--- src/sv/gls_pkg.sv ---
// Shared types, constants and helpers for the grid line-of-sight block.
package gls_pkg;

    // Geometry and storage sizes
    localparam int MAX_SIDE    = 64;
    localparam int COORD_W     = $clog2(MAX_SIDE);
    localparam int SIDE_W      = 7;
    localparam int STORE_DEPTH = MAX_SIDE * MAX_SIDE;
    localparam int ADDR_W      = $clog2(STORE_DEPTH);
    localparam int KIND_W      = 2;
    localparam int ORDER_W     = 2 * COORD_W + 3;
    localparam int CFG_IDX_W   = 1;

    localparam logic [SIDE_W-1:0] SIDE_MIN   = SIDE_W'(2);
    localparam logic [SIDE_W-1:0] SIDE_MAX   = SIDE_W'(MAX_SIDE);
    localparam logic [SIDE_W-1:0] SIDE_RESET = SIDE_W'(64);

    // Terrain codes
    localparam logic [KIND_W-1:0] KIND_OPEN = 2'd0;
    localparam logic [KIND_W-1:0] KIND_WALL = 2'd1;

    // Command codes
    localparam logic CMD_WRITE = 1'b0;
    localparam logic CMD_QUERY = 1'b1;

    // Configuration register indexes
    localparam logic [CFG_IDX_W-1:0] CFG_GRID_WIDTH  = 1'b0;
    localparam logic [CFG_IDX_W-1:0] CFG_GRID_HEIGHT = 1'b1;

    // Controller to walker
    typedef struct packed {
        logic load;
        logic step;
    } walk_ctl_t;

    typedef struct packed {
        logic [COORD_W-1:0] from_x;
        logic [COORD_W-1:0] from_y;
        logic [COORD_W-1:0] to_x;
        logic [COORD_W-1:0] to_y;
    } walk_load_t;

    // Walker to controller
    typedef struct packed {
        logic               emit_valid;
        logic [COORD_W-1:0] emit_x;
        logic [COORD_W-1:0] emit_y;
        logic               done;
    } walk_stat_t;

    // Clamp a side register into the usable range
    function automatic logic [SIDE_W-1:0] clamp_side(input logic [SIDE_W-1:0] v);
        logic [SIDE_W-1:0] r;
        begin
            r = v;
            if (v < SIDE_MIN)
            begin
                r = SIDE_MIN;
            end
            else if (v > SIDE_MAX)
            begin
                r = SIDE_MAX;
            end
            return r;
        end
    endfunction

    // Row-major store address; callers keep x < w and y < height
    function automatic logic [ADDR_W-1:0] cell_index(input logic [COORD_W-1:0] x,
                                                     input logic [COORD_W-1:0] y,
                                                     input logic [SIDE_W-1:0]  w);
        logic [COORD_W+SIDE_W-1:0] prod;
        logic [COORD_W+SIDE_W-1:0] sum;
        begin
            prod = (COORD_W+SIDE_W)'(y) * (COORD_W+SIDE_W)'(w);
            sum  = prod + (COORD_W+SIDE_W)'(x);
            return sum[ADDR_W-1:0];
        end
    endfunction

endpackage

--- src/sv/gls_walk.sv ---
// Supercover walk sequencer: emits one cell coordinate per step.
module gls_walk (
    input  logic                 clk,
    input  logic                 rst_n,
    input  gls_pkg::walk_ctl_t   ctl,
    input  gls_pkg::walk_load_t  load_data,
    output gls_pkg::walk_stat_t  stat
);

    typedef enum logic [5:0] {
        PH_FROM   = 6'b000001,
        PH_TARGET = 6'b000010,
        PH_STEP   = 6'b000100,
        PH_SIDE2  = 6'b001000,
        PH_DIAG   = 6'b010000,
        PH_DONE   = 6'b100000
    } phase_t;

    localparam int CW = gls_pkg::COORD_W;
    localparam int OW = gls_pkg::ORDER_W;

    phase_t ph_reg, ph_next;

    logic [CW-1:0] px_reg, px_next;
    logic [CW-1:0] py_reg, py_next;
    logic [CW-1:0] tx_reg, tx_next;
    logic [CW-1:0] ty_reg, ty_next;
    logic [CW-1:0] cx_reg, cx_next;
    logic [CW-1:0] cy_reg, cy_next;
    logic [CW-1:0] cols_reg, cols_next;
    logic [CW-1:0] rows_reg, rows_next;
    logic          sxn_reg, sxn_next;
    logic          syn_reg, syn_next;
    logic signed [OW-1:0] order_reg, order_next;

    logic [CW-1:0] nx, ny;
    logic          more;
    logic signed [OW-1:0] two_rows, two_cols;
    logic [CW-1:0] ld_cols, ld_rows;

    // Neighbor coordinates and remaining-step test
    assign nx       = sxn_reg ? (px_reg - CW'(1)) : (px_reg + CW'(1));
    assign ny       = syn_reg ? (py_reg - CW'(1)) : (py_reg + CW'(1));
    assign more     = (cx_reg != cols_reg) || (cy_reg != rows_reg);
    assign two_rows = $signed({{(OW-CW-1){1'b0}}, rows_reg, 1'b0});
    assign two_cols = $signed({{(OW-CW-1){1'b0}}, cols_reg, 1'b0});

    // Span of a new query
    assign ld_cols = (load_data.to_x > load_data.from_x) ?
                     (load_data.to_x - load_data.from_x) : (load_data.from_x - load_data.to_x);
    assign ld_rows = (load_data.to_y > load_data.from_y) ?
                     (load_data.to_y - load_data.from_y) : (load_data.from_y - load_data.to_y);

    // Step logic
    always_comb
    begin
        ph_next    = ph_reg;
        px_next    = px_reg;
        py_next    = py_reg;
        tx_next    = tx_reg;
        ty_next    = ty_reg;
        cx_next    = cx_reg;
        cy_next    = cy_reg;
        cols_next  = cols_reg;
        rows_next  = rows_reg;
        sxn_next   = sxn_reg;
        syn_next   = syn_reg;
        order_next = order_reg;

        stat.emit_valid = 1'b0;
        stat.emit_x     = px_reg;
        stat.emit_y     = py_reg;
        stat.done       = (ph_reg == PH_DONE);

        if (ctl.load)
        begin
            ph_next    = PH_FROM;
            px_next    = load_data.from_x;
            py_next    = load_data.from_y;
            tx_next    = load_data.to_x;
            ty_next    = load_data.to_y;
            cx_next    = '0;
            cy_next    = '0;
            cols_next  = ld_cols;
            rows_next  = ld_rows;
            sxn_next   = !(load_data.to_x > load_data.from_x);
            syn_next   = !(load_data.to_y > load_data.from_y);
            order_next = $signed({{(OW-CW){1'b0}}, ld_rows})
                       - $signed({{(OW-CW){1'b0}}, ld_cols});
        end
        else if (ctl.step)
        begin
            case (ph_reg)
                PH_FROM:
                begin
                    stat.emit_valid = 1'b1;
                    ph_next         = PH_TARGET;
                end
                PH_TARGET:
                begin
                    stat.emit_valid = 1'b1;
                    stat.emit_x     = tx_reg;
                    stat.emit_y     = ty_reg;
                    ph_next         = PH_STEP;
                end
                PH_STEP:
                begin
                    if (!more)
                    begin
                        ph_next = PH_DONE;
                    end
                    else if (order_reg == '0)
                    begin
                        // exact corner: first side cell
                        stat.emit_valid = 1'b1;
                        stat.emit_x     = nx;
                        ph_next         = PH_SIDE2;
                    end
                    else if (order_reg[OW-1])
                    begin
                        stat.emit_valid = 1'b1;
                        stat.emit_x     = nx;
                        px_next         = nx;
                        cx_next         = cx_reg + CW'(1);
                        order_next      = order_reg + two_rows;
                    end
                    else
                    begin
                        stat.emit_valid = 1'b1;
                        stat.emit_y     = ny;
                        py_next         = ny;
                        cy_next         = cy_reg + CW'(1);
                        order_next      = order_reg - two_cols;
                    end
                end
                PH_SIDE2:
                begin
                    stat.emit_valid = 1'b1;
                    stat.emit_y     = ny;
                    ph_next         = PH_DIAG;
                end
                PH_DIAG:
                begin
                    stat.emit_valid = 1'b1;
                    stat.emit_x     = nx;
                    stat.emit_y     = ny;
                    px_next         = nx;
                    py_next         = ny;
                    cx_next         = cx_reg + CW'(1);
                    cy_next         = cy_reg + CW'(1);
                    order_next      = order_reg + two_rows - two_cols;
                    ph_next         = PH_STEP;
                end
                PH_DONE:
                begin
                    ph_next = PH_DONE;
                end
                default:
                begin
                    ph_next = PH_DONE;
                end
            endcase
        end
    end

    // Phase register
    always_ff @(posedge clk or negedge rst_n)
    begin
        if (!rst_n)
        begin
            ph_reg <= PH_DONE;
        end
        else
        begin
            ph_reg <= ph_next;
        end
    end

    // Walk datapath
    always_ff @(posedge clk)
    begin
        px_reg    <= px_next;
        py_reg    <= py_next;
        tx_reg    <= tx_next;
        ty_reg    <= ty_next;
        cx_reg    <= cx_next;
        cy_reg    <= cy_next;
        cols_reg  <= cols_next;
        rows_reg  <= rows_next;
        sxn_reg   <= sxn_next;
        syn_reg   <= syn_next;
        order_reg <= order_next;
    end

endmodule

--- config.mk ---
export PLATFORM = sky130hd
export DESIGN_NAME = gls_walk
export DESIGN_NICKNAME = d
export VERILOG_FILES = /design/src/sv/gls_pkg.sv /design/src/sv/gls_walk.sv
export SDC_FILE = /design/constraint.sdc
export NUM_CORES = 1
export LEC_CHECK = 0
export ABC_AREA = 1
export BUFFER_PORTS_ARGS = -buffer_cell sky130_fd_sc_hd__buf_4
export CORE_AREA = 2 2 115 117
export CTS_BUF_LIST = sky130_fd_sc_hd__clkbuf_2
export DETAILED_ROUTE_END_ITERATION = 10
export DIE_AREA = 0 0 117 119
export GPL_TIMING_DRIVEN = 0
export PLACE_DENSITY = 0.7
export SLEW_MARGIN = 20
export SYNTH_ARGS = -nofsm -noshare
export SYNTH_HDL_FRONTEND = slang
export SYNTH_SLANG_ARGS = --single-unit
--- constraint.sdc ---
create_clock -name clk -period 4 [get_ports clk]
set_input_delay 0.2 -clock clk [delete_from_list [all_inputs] [get_ports clk]]
set_output_delay 0.2 -clock clk [all_outputs]
set_load 0.01 [all_outputs]
* Word level (Yosys, flattened, before mapping)
Index checks and enable logic that the tools add are counted.
Widths: inputs -> output; s select.
** Word-level totals
- Bits in registers :: 71
- Bits in latches :: 0
- Memory bits (writable) :: 0
- Bits in read-only memories :: 0
- Input port bits :: 28
- Output and inout bits :: 14
- Memories kept :: 0
** Operators by class
- $add $sub $neg :: 14
- Multipliers :: 0
- Divide/modulo/power cells :: 0
- $lt $le $gt $ge :: 2
- Equality and inequality tests :: 15
- Shift-type cells :: 0
- Multiplexer cells :: 42
- Bitwise gates (word level) :: 0
- Reduce and logical (&&, ||, !) cells :: 15
** Operator list (count)
- $mux 6 :: 25
- $mux 15 :: 5
- $pmux 6 s2 :: 4
- $mux 13 :: 3
- $pmux 6 s3 :: 2
- $pmux 15 s2 :: 1
- $sub 15x8->15 :: 2
- $add 6x1->6 const B :: 4
- $pmux 6 s4 :: 1
- $sub 6x6->6 :: 4
- $add 15x8->15 :: 1
- $logic_not 15->1 :: 1
- $gt 6x6->1 :: 2
- $ne 6x6->1 :: 2
- $sub 6x1->6 const B :: 2
- $reduce_and 5->1 :: 2
- $ne 2x2->1 const B :: 4
- $sub 6x6->7 :: 1
- $eq 6x1->1 const B :: 1
- $eq 6x2->1 const B :: 1
- $eq 6x3->1 const B :: 1
- $eq 6x4->1 const B :: 1
- $eq 6x5->1 const B :: 1
- $eq 6x6->1 const B :: 1
- other kinds (12) :: 16

* Logic depth before layout (Yosys ltp)
Gate-level depths: netlist (run 1).
- Word-level depth :: 8
- Mapped depth :: 22
- Gate-level depth less buffers :: 22

* Worst setup path before layout (run 1)
No wires, ideal clock.
- Kind :: input port to flip-flop
- Start :: input load_data[0] (netlist bit)
- End :: register order_reg[10] (data pin)
- Setup time :: 0.260 ns
- Arrival :: 2.742 ns
- Setup slack :: 0.998 ns
- Cell stages on the path :: 17
- Buffers on the path :: 0
- Path through :: inv_1 -> ha_1 -> inv_1 -> fa_1 -> inv_1 -> o21a_1 -> o21ai_0 -> o21ai_2 -> o21ai_0 -> inv_1 -> fa_1 -> o31ai_1 -> inv_1 -> nor2_1 -> o21ai_0 -> nand2_1 -> nand2_1
** On the way
- Word-level cells in the longest chain between the ends :: 4
- Elaborated cells on any way between the ends :: 6
- Classes of those cells :: add/sub: 3; order compare: 1; mux: 2
** RTL lines
- start: declaration :: RTL line gls_walk.sv:6 : input gls_pkg::walk_load_t load_data,
- $sub 6x6->6 or $gt 6x6->1 (tied branches) :: RTL line gls_walk.sv:52, gls_walk.sv:51
- $mux 6 * :: RTL line gls_walk.sv:51 : assign ld_rows = (load_data.to_y > load_data.from_y) ?
- net ld_rows[1] :: RTL line gls_walk.sv:39 : logic [CW-1:0] ld_cols, ld_rows;
- $sub 6x6->7 * :: RTL line gls_walk.sv:89 : - $signed({{(OW-CW){1'b0}}, ld_cols});
- $mux 15 * :: RTL line gls_walk.sv:75 : if (ctl.load)
- net order_next[10] :: RTL line gls_walk.sv:34 : logic signed [OW-1:0] order_reg, order_next;
- end signal: assignment :: RTL line gls_walk.sv:192 : order_reg <= order_next;
- end: declaration :: RTL line gls_walk.sv:34
Mark *: on every way through the listed nets, which the timed path passes. The rest lies on a longest branch.
A chain may end at the register's enable or synchronous reset.

* Worst setup path in the final report (run 1)
- Start :: input load_data[0] (netlist bit)
- End :: register order_reg[13] (data pin)
Same word-level chain as after synthesis.

==> metrics.txt, run 1 <==
Main synth FF type edfxtp_1; Post-Syn Area 6880 µm²; TNS Setup 0 ns; Netlist cell types 52; sequential area share after synthesis 28.8%; Max Cap Violations 0; critical path endpoint category register; vias per inst 5.41; maximum clock path buffer count 2; H-tree levels 3; Highest Signal Layer met4; initial antenna violation count 1; hold crit path type in -> reg; vias in the first global route 6436; Final Max Slew Viols 0; root buffer cell clkbuf_2; clock sinks 71; Pwr Density 459 nW/µm²; area taken by flip-flops and latches 1980 µm²; CTS buffer count 9; first-pass GRT wire length 31600 µm; worst rel slew slack 31.7%; die footprint 13900 µm²; Syn. warnings 0; flops & latches, synth 71; fin area 7750 µm²; WL final 19600 µm; Setup CP Type in -> reg; postcts setup bufs 0; IO Port Bufs 41; total grt overflow 0; Mapped Avg Cell Area 7.10 µm²; antenna viol nets, final 0; DR WL met3 1020 µm; Total Power 3.56 mW; area delta synth->final 12.8%; Critical Path AT 4.13 ns; max reg flops 15; worst-skew pair later-pin latency 0.59 ns; Final Hold Vio Count 0; actual slew at the worst max-slew pin 1.02 ns; outcome completed; Layout Nets 1138; LEAKAGE 3.81 nW; Total GRT Usage 29.7%; Core ar. 12900 µm²; Final min period 3.80 ns; Post-DP Area 7400 µm²; die width 117 µm; WL met2 9330 µm; Placer Congestion 0.908; required time worst endpoint 4.34 ns; share of cells above drive strength 1 9.34%; Pre-antenna DRT Iters 5; drt wl/cell 15.9 µm; Synth Net Count 1063; Initial DRC Count 559; Rows 42; Die Y 119 µm; Worst-path clk slew 0.20 ns; FMAX 263 MHz; Startpoint Class input pin; unrepaired setup endpoints after global routing no; DRC viols 0; largest net degree at the start of global routing 30; initial core utilization 53.4%; Fillers 1224; IO Pins 42; CP Max Fanout 9; Worst Skew 0.0425 ns; area of the multi-input gates 4190 µm²; DP Wirelength 14900 µm; routed vias 6651; met1 wire length 8650 µm; number of flops mapped to enable cells by yosys 53; CTS tree done; final setup fails 0; cells after synthesis 969; asr flop ratio synth 8.45%; Max IR drop VDD 0.000201 V; final worst-path cycle share 94.9%
==> layout make-up <==
class                           instances  share of cell area [%]
Multi-Input combinational cell        720                    54.0
Sequential cell                        71                    25.6
Inverter                              156                    7.55
Timing Repair Buffer                   64                    6.94
Tap cell                              176                    2.84
Buffer                                 22                    1.52
Clock buffer                           11                   0.710
Clock inverter                          5                   0.662
Antenna cell                            5                   0.161
==> worst max-delay path, cell delays in order <==
cell	delay [ns]
dlygate4sd3_1	0.54
buf_4	0.14
inv_1	0.05
ha_1	0.21
inv_1	0.08
fa_1	0.37
inv_1	0.09
o21a_1	0.14
o21ai_0	0.10
o21ai_2	0.18
nand2_1	0.09
o21ai_1	0.25
inv_1	0.12
fa_1	0.48
o31ai_1	0.34
inv_1	0.07
nor2_1	0.15
o21ai_0	0.10
nand2_1	0.30
nand2_1	0.14
==> synth_stat cells, drive strengths merged (5+ instances only) <==
master  number  area, µm²
xor2        32        280
inv        154        578
or2          7       43.8
nand2      272       1040
dfxtp       12        240
o21ai       75        383
dfrtp        5        125
o221ai       5       43.8
ha          56        701
a21oi       59        299
xnor2       13        114
buf         11       76.3
nor3         6       35.0
o211ai       9       67.6
clkbuf      11       41.3
edfxtp      53       1590
nand3       67        355
nand4       20        131
fa          10        200
nor2        55        233
==> where the power goes <==
group / internal [mW] / total [mW] / leakage (nW) / switching, mW
combinational: 0.773 / 2.09 / 3.05 / 1.32
clock: 0.145 / 0.427 / 0.0694 / 0.282
sequential: 0.935 / 1.04 / 0.693 / 0.103
total: 1.85 / 3.56 / 3.81 / 1.71
==> through the flow <==
stage,hold slack [ns],instances,setup slack [ns],util [%]
2_1_floorplan,-0.0956,969,0.998,-
3_3_place_gp,0.0122,1186,0.178,57.5
3_5_place_dp,0.0127,1186,0.0973,57.5
4_1_cts,0.000563,1223,0.182,60.0
5_1_grt,0.00413,1230,0.0270,60.2
6_report,0.0224,1230,0.204,60.2
==> cell families after synthesis <==
kind of cell	synth area share [%]
muxes	0.455
and+or+nand+nor	27.7
buffers and inverters	10.2
adders and majority gates	13.1
DFF	28.8
xor gates and xnor gates	5.73
AOI/OAI and AO/OA	13.9
==> path summary, 6_finish.rpt <==
| path | depth (start not counted) | end | from | slack [ns] |
|---|---|---|---|---|
| max in group asynchronous | 3 | ph_reg[3] | rst_n | 3.24 |
| worst min-delay path | 3 | px_reg[3] | load_data[21] | 0.02 |
| worst min register to register | 2 | ph_reg[5] | ph_reg[5] | 0.49 |
| worst max-delay path | 20 | order_reg[13] | load_data[0] | 0.20 |
| min in group asynchronous | 2 | ph_reg[5] | rst_n | 0.09 |
| worst max register to register | 18 | order_reg[11] | order_reg[1] | 0.60 |
==> cell usage in the layout, fill, tap and decap left out, types with 19 or more instances in the layout <==
| cell | count |
|---|---|
| a21oi_1 | 58 |
| buf_4 | 42 |
| dlygate4sd3_1 | 23 |
| edfxtp_1 | 53 |
| ha_1 | 56 |
| inv_1 | 150 |
| nand2_1 | 265 |
| nand3_1 | 63 |
| nand4_1 | 19 |
| nor2_1 | 52 |
| o21ai_0 | 58 |
| xor2_1 | 32 |
==> routing by layer <==
layer | GRT usage, % | up-vias
li1 | - | 3362
met1 | 38.2 | 3050
met2 | 50.1 | 196
met3 | 4.99 | 43
met4 | 10.1 | 0
met5 | 0 | -
==> timing repair <==
item / CTS / global route
endpoints found under the setup margin: 0 / 9
hold buffers: 21 / 2
hold endpoints to repair: 25 / 2
gates resized for setup: 0 / 1
Power figures use the tool's default switching activity.
==> inputs of run 2 (changes only) <==
--- a/config.mk
+++ b/config.mk
@@ -5,14 +5,14 @@
 export SDC_FILE = /design/constraint.sdc
 export NUM_CORES = 1
 export LEC_CHECK = 0
-export ABC_AREA = 1
+export ABC_AREA = 0
 export BUFFER_PORTS_ARGS = -buffer_cell sky130_fd_sc_hd__buf_4
-export CORE_AREA = 2 2 115 117
+export CORE_AREA = 2 2 149 151
 export CTS_BUF_LIST = sky130_fd_sc_hd__clkbuf_2
 export DETAILED_ROUTE_END_ITERATION = 10
-export DIE_AREA = 0 0 117 119
+export DIE_AREA = 0 0 151 153
 export GPL_TIMING_DRIVEN = 0
-export PLACE_DENSITY = 0.7
+export PLACE_DENSITY = 0.43
 export SLEW_MARGIN = 20
 export SYNTH_ARGS = -nofsm -noshare
 export SYNTH_HDL_FRONTEND = slang
==> run 2 against run 1 <==
Clock-buffer cell count down 2. Hold slack improved by 0.037 ns. Fmax down 1.1%. Clock power rose by 19%. Register-to-register slack got worse by 0.43 ns. Non-clock buffer count grew 11. Clock skew shrank 0.018 ns. Die area increased by 66%. Utilization is 25 points lower. Critical path depth fell by 2. Sequential power hardly changed. Sequential cell count is the same. Critical endpoint is now order_reg[12]. Largest cell class unchanged.
==> metrics.txt, run 2 <==
outcome completed; Max Cap Violations 0; Hold Crit Start ctl[1]; R2R Setup Slk 0.17 ns; Final min period 3.84 ns; Hold EP sxn_reg; combinational power share 57.7%; Worst Skew 0.0242 ns; Int Pwr 2.06 mW; vias in the first global route 5489; Placer Congestion 0.833; Setup WS pre-CTS -0.533 ns; worst-skew pair later-pin latency 0.59 ns; asr flop ratio synth 8.45%; LEAKAGE 3.11 nW; CTS buffer count 9; hold path cells 1; drt wl/cell 17.8 µm; Synth Net Count 803; initial antenna violation count 1; reg-to-reg endpoint order_reg[12]; Hold WS 0.0598 ns; vias per inst 5.13; Pre-antenna DRT Iters 5; Startpoint Class input pin; first-pass GRT wire length 30200 µm; H-tree levels 3; unrepaired setup endpoints after global routing yes; Synth Area in Adders 14.2%; largest net degree at the start of global routing 29; Final Max Slew Viols 0; FMAX 260 MHz; Core ar. 21500 µm²; clock sinks 71; share of cells above drive strength 1 11.3%; net switching power 1.62 mW; Critical Path AT 4.20 ns; Max IR drop VDD 0.000179 V; Setup CP Type in -> reg; Final Hold Vio Count 0; Sw Ratio 44.1%; Mapped Avg Cell Area 8.93 µm²; Pwr Density 493 nW/µm²; simple-gate share of the synthesized area 16.6%; area taken by flip-flops and latches 1980 µm²; Worst R2R Path Depth 14; Die Y 153 µm; synth cell count leaders nor2_1 (61), ha_1 (56), inv_1 (56); die width 151 µm; post-synth top area share 25.1%; WL final 19200 µm; Layout Nets 886; clock share of power 13.9%; Initial DRC Count 293; die footprint 23100 µm²; hold crit path type in -> reg; Inst Count DP 1029; dominant cell type by area after synthesis edfxtp_1; maximum clock path buffer count 2; Post-DP Area 6980 µm²; area delta synth->final 17.9%; routed vias 5535; most frequent cells in the layout nor2_1 (61), inv_1 (56), ha_1 (56); DP Wirelength 14800 µm; Syn. warnings 0; critical path endpoint category register; fraction of synthesized cell area in xor and xnor cells 8.99%; area of the multi-input gates 4070 µm²; sequential area share after synthesis 31.3%; total grt overflow 0; final worst-path setup slack 0.161 ns; required time worst endpoint 4.36 ns; initial core utilization 29.5%; flops & latches, synth 71; Main synth FF type edfxtp_1; cells after synthesis 709; root buffer cell clkbuf_2; Total GRT Usage 17.0%; CP Max Fanout 9; CTS tree done; DRC viols 0; number of flops mapped to enable cells by yosys 53; Total Power 3.68 mW; Rows 54; Compound-Gate Fraction of Synth Area 19.3%; Worst-path clk slew 0.22 ns; non-filler instance count after layout 1078; largest family of logic cells by synthesized area compound AO/OA/AOI/OAI gates; post-layout util 34.7%; commonest non-fill, non-tap cell in the layout nor2_1; final setup fails 0; antenna viol nets, final 0; actual slew at the worst max-slew pin 1.05 ns; IO Port Bufs 40; Fillers 2264; Post-Syn Area 6330 µm²; most common cell in the netlist nor2_1; TNS Setup 0 ns; final worst-path cycle share 96.0%; Crit Reg-Reg Startpoint order_reg[1]; mux share of post-synthesis cell area 4.70%; Reg power frac 28.5%; worst rel slew slack 30.1%; Synth area leaders edfxtp_1 (25%), ha_1 (11%), xor2_1 (5.0%), o21ai_0 (4.0%), xnor2_1 (4.0%); fin area 7460 µm²; max reg flops 15; IO Pins 42; Netlist cell types 66; CP startpoint load_data[3]
[run 2: cell count changes in the layout (fill, tap and decap cells not counted), sizes merged, moves of 16 or more]
cell and change:
inv -96, o21ai -21, a21oi -22, xnor2 +16, nand3 -57, nand2 -221, mux2i +21
[run 2: timing repair]
| action | CTS | global route |
|---|---|---|
| setup buffers | 0 | 4 |
| gates resized for setup | 1 | 6 |
| cloned | 0 | 0 |
| hold buffers | 28 | 0 |
| setup endpoints to repair | 2 | 12 |
| endpoints found under the hold margin | 31 | 0 |
| pin swaps | 0 | 1 |
[run 2: area by class of cell]
| cell class | instances | share of cell area (%) |
|---|---|---|
| tap | 280 | 4.69 |
| sequential | 71 | 26.6 |
| clock inverter | 7 | 1.26 |
| clock buffer | 9 | 0.603 |
| inverter | 56 | 2.82 |
| buffer | 25 | 1.29 |
| timing repair buffer | 72 | 8.18 |
| antenna | 1 | 0.0335 |
| multi-input combinational | 557 | 54.6 |
[run 2: per-layer routing]
layer	wire (µm)	share of wire (%)	global-route usage [%]
met1	8980	47	22.8
met2	9210	48	28.3
met3	675	3.5	3.01
met4	342	1.8	4.36
met5	0	0	0
[run 2: power groups by stage]
stage               combinational (mW)  clock, mW  sequential (mW)
CTS                               2.07      0.533             1.05
floorplan                         1.56          0             1.02
global route                      2.37      0.549             1.07
detailed placement                2.03          0             1.06
global placement                  2.02          0             1.06
finish                            2.12      0.510             1.05
[run 2: worst max path at each step]
| stage | depth (start not counted) | endpoint |
|---|---|---|
| finish | 18 | order_reg[12] |
| floorplan | 18 | order_reg[12] |
| global route | 19 | order_reg[12] |
| CTS | 15 | order_reg[11] |
| global placement | 20 | order_reg[12] |
| detailed placement | 20 | order_reg[12] |
[run 2: critical path: stages]
cell and delay, ns:
dlygate4sd3_1 0.53, buf_4 0.12, inv_1 0.04, ha_1 0.34
a21oi_1 0.20, nor2b_1 0.10, o31ai_4 0.43, mux2_2 0.40
a31oi_1 0.24, xnor2_1 0.16, ha_1 0.35, o21ai_0 0.13
a21oi_1 0.19, o21ai_0 0.11, nand3b_1 0.10, buf_4 0.21
o31ai_1 0.09, a211o_1 0.25
[run 2: cell families (layout without fill, tap and decap cells)]
kind of cell | Yosys count | in the layout
simple gates | 211 | 211
mux | 29 | 29
compound gates | 186 | 186
fa+ha+maj | 66 | 66
other cells | 0 | 1
xor+xnor | 65 | 65
flops | 71 | 71
buf+inv | 81 | 169
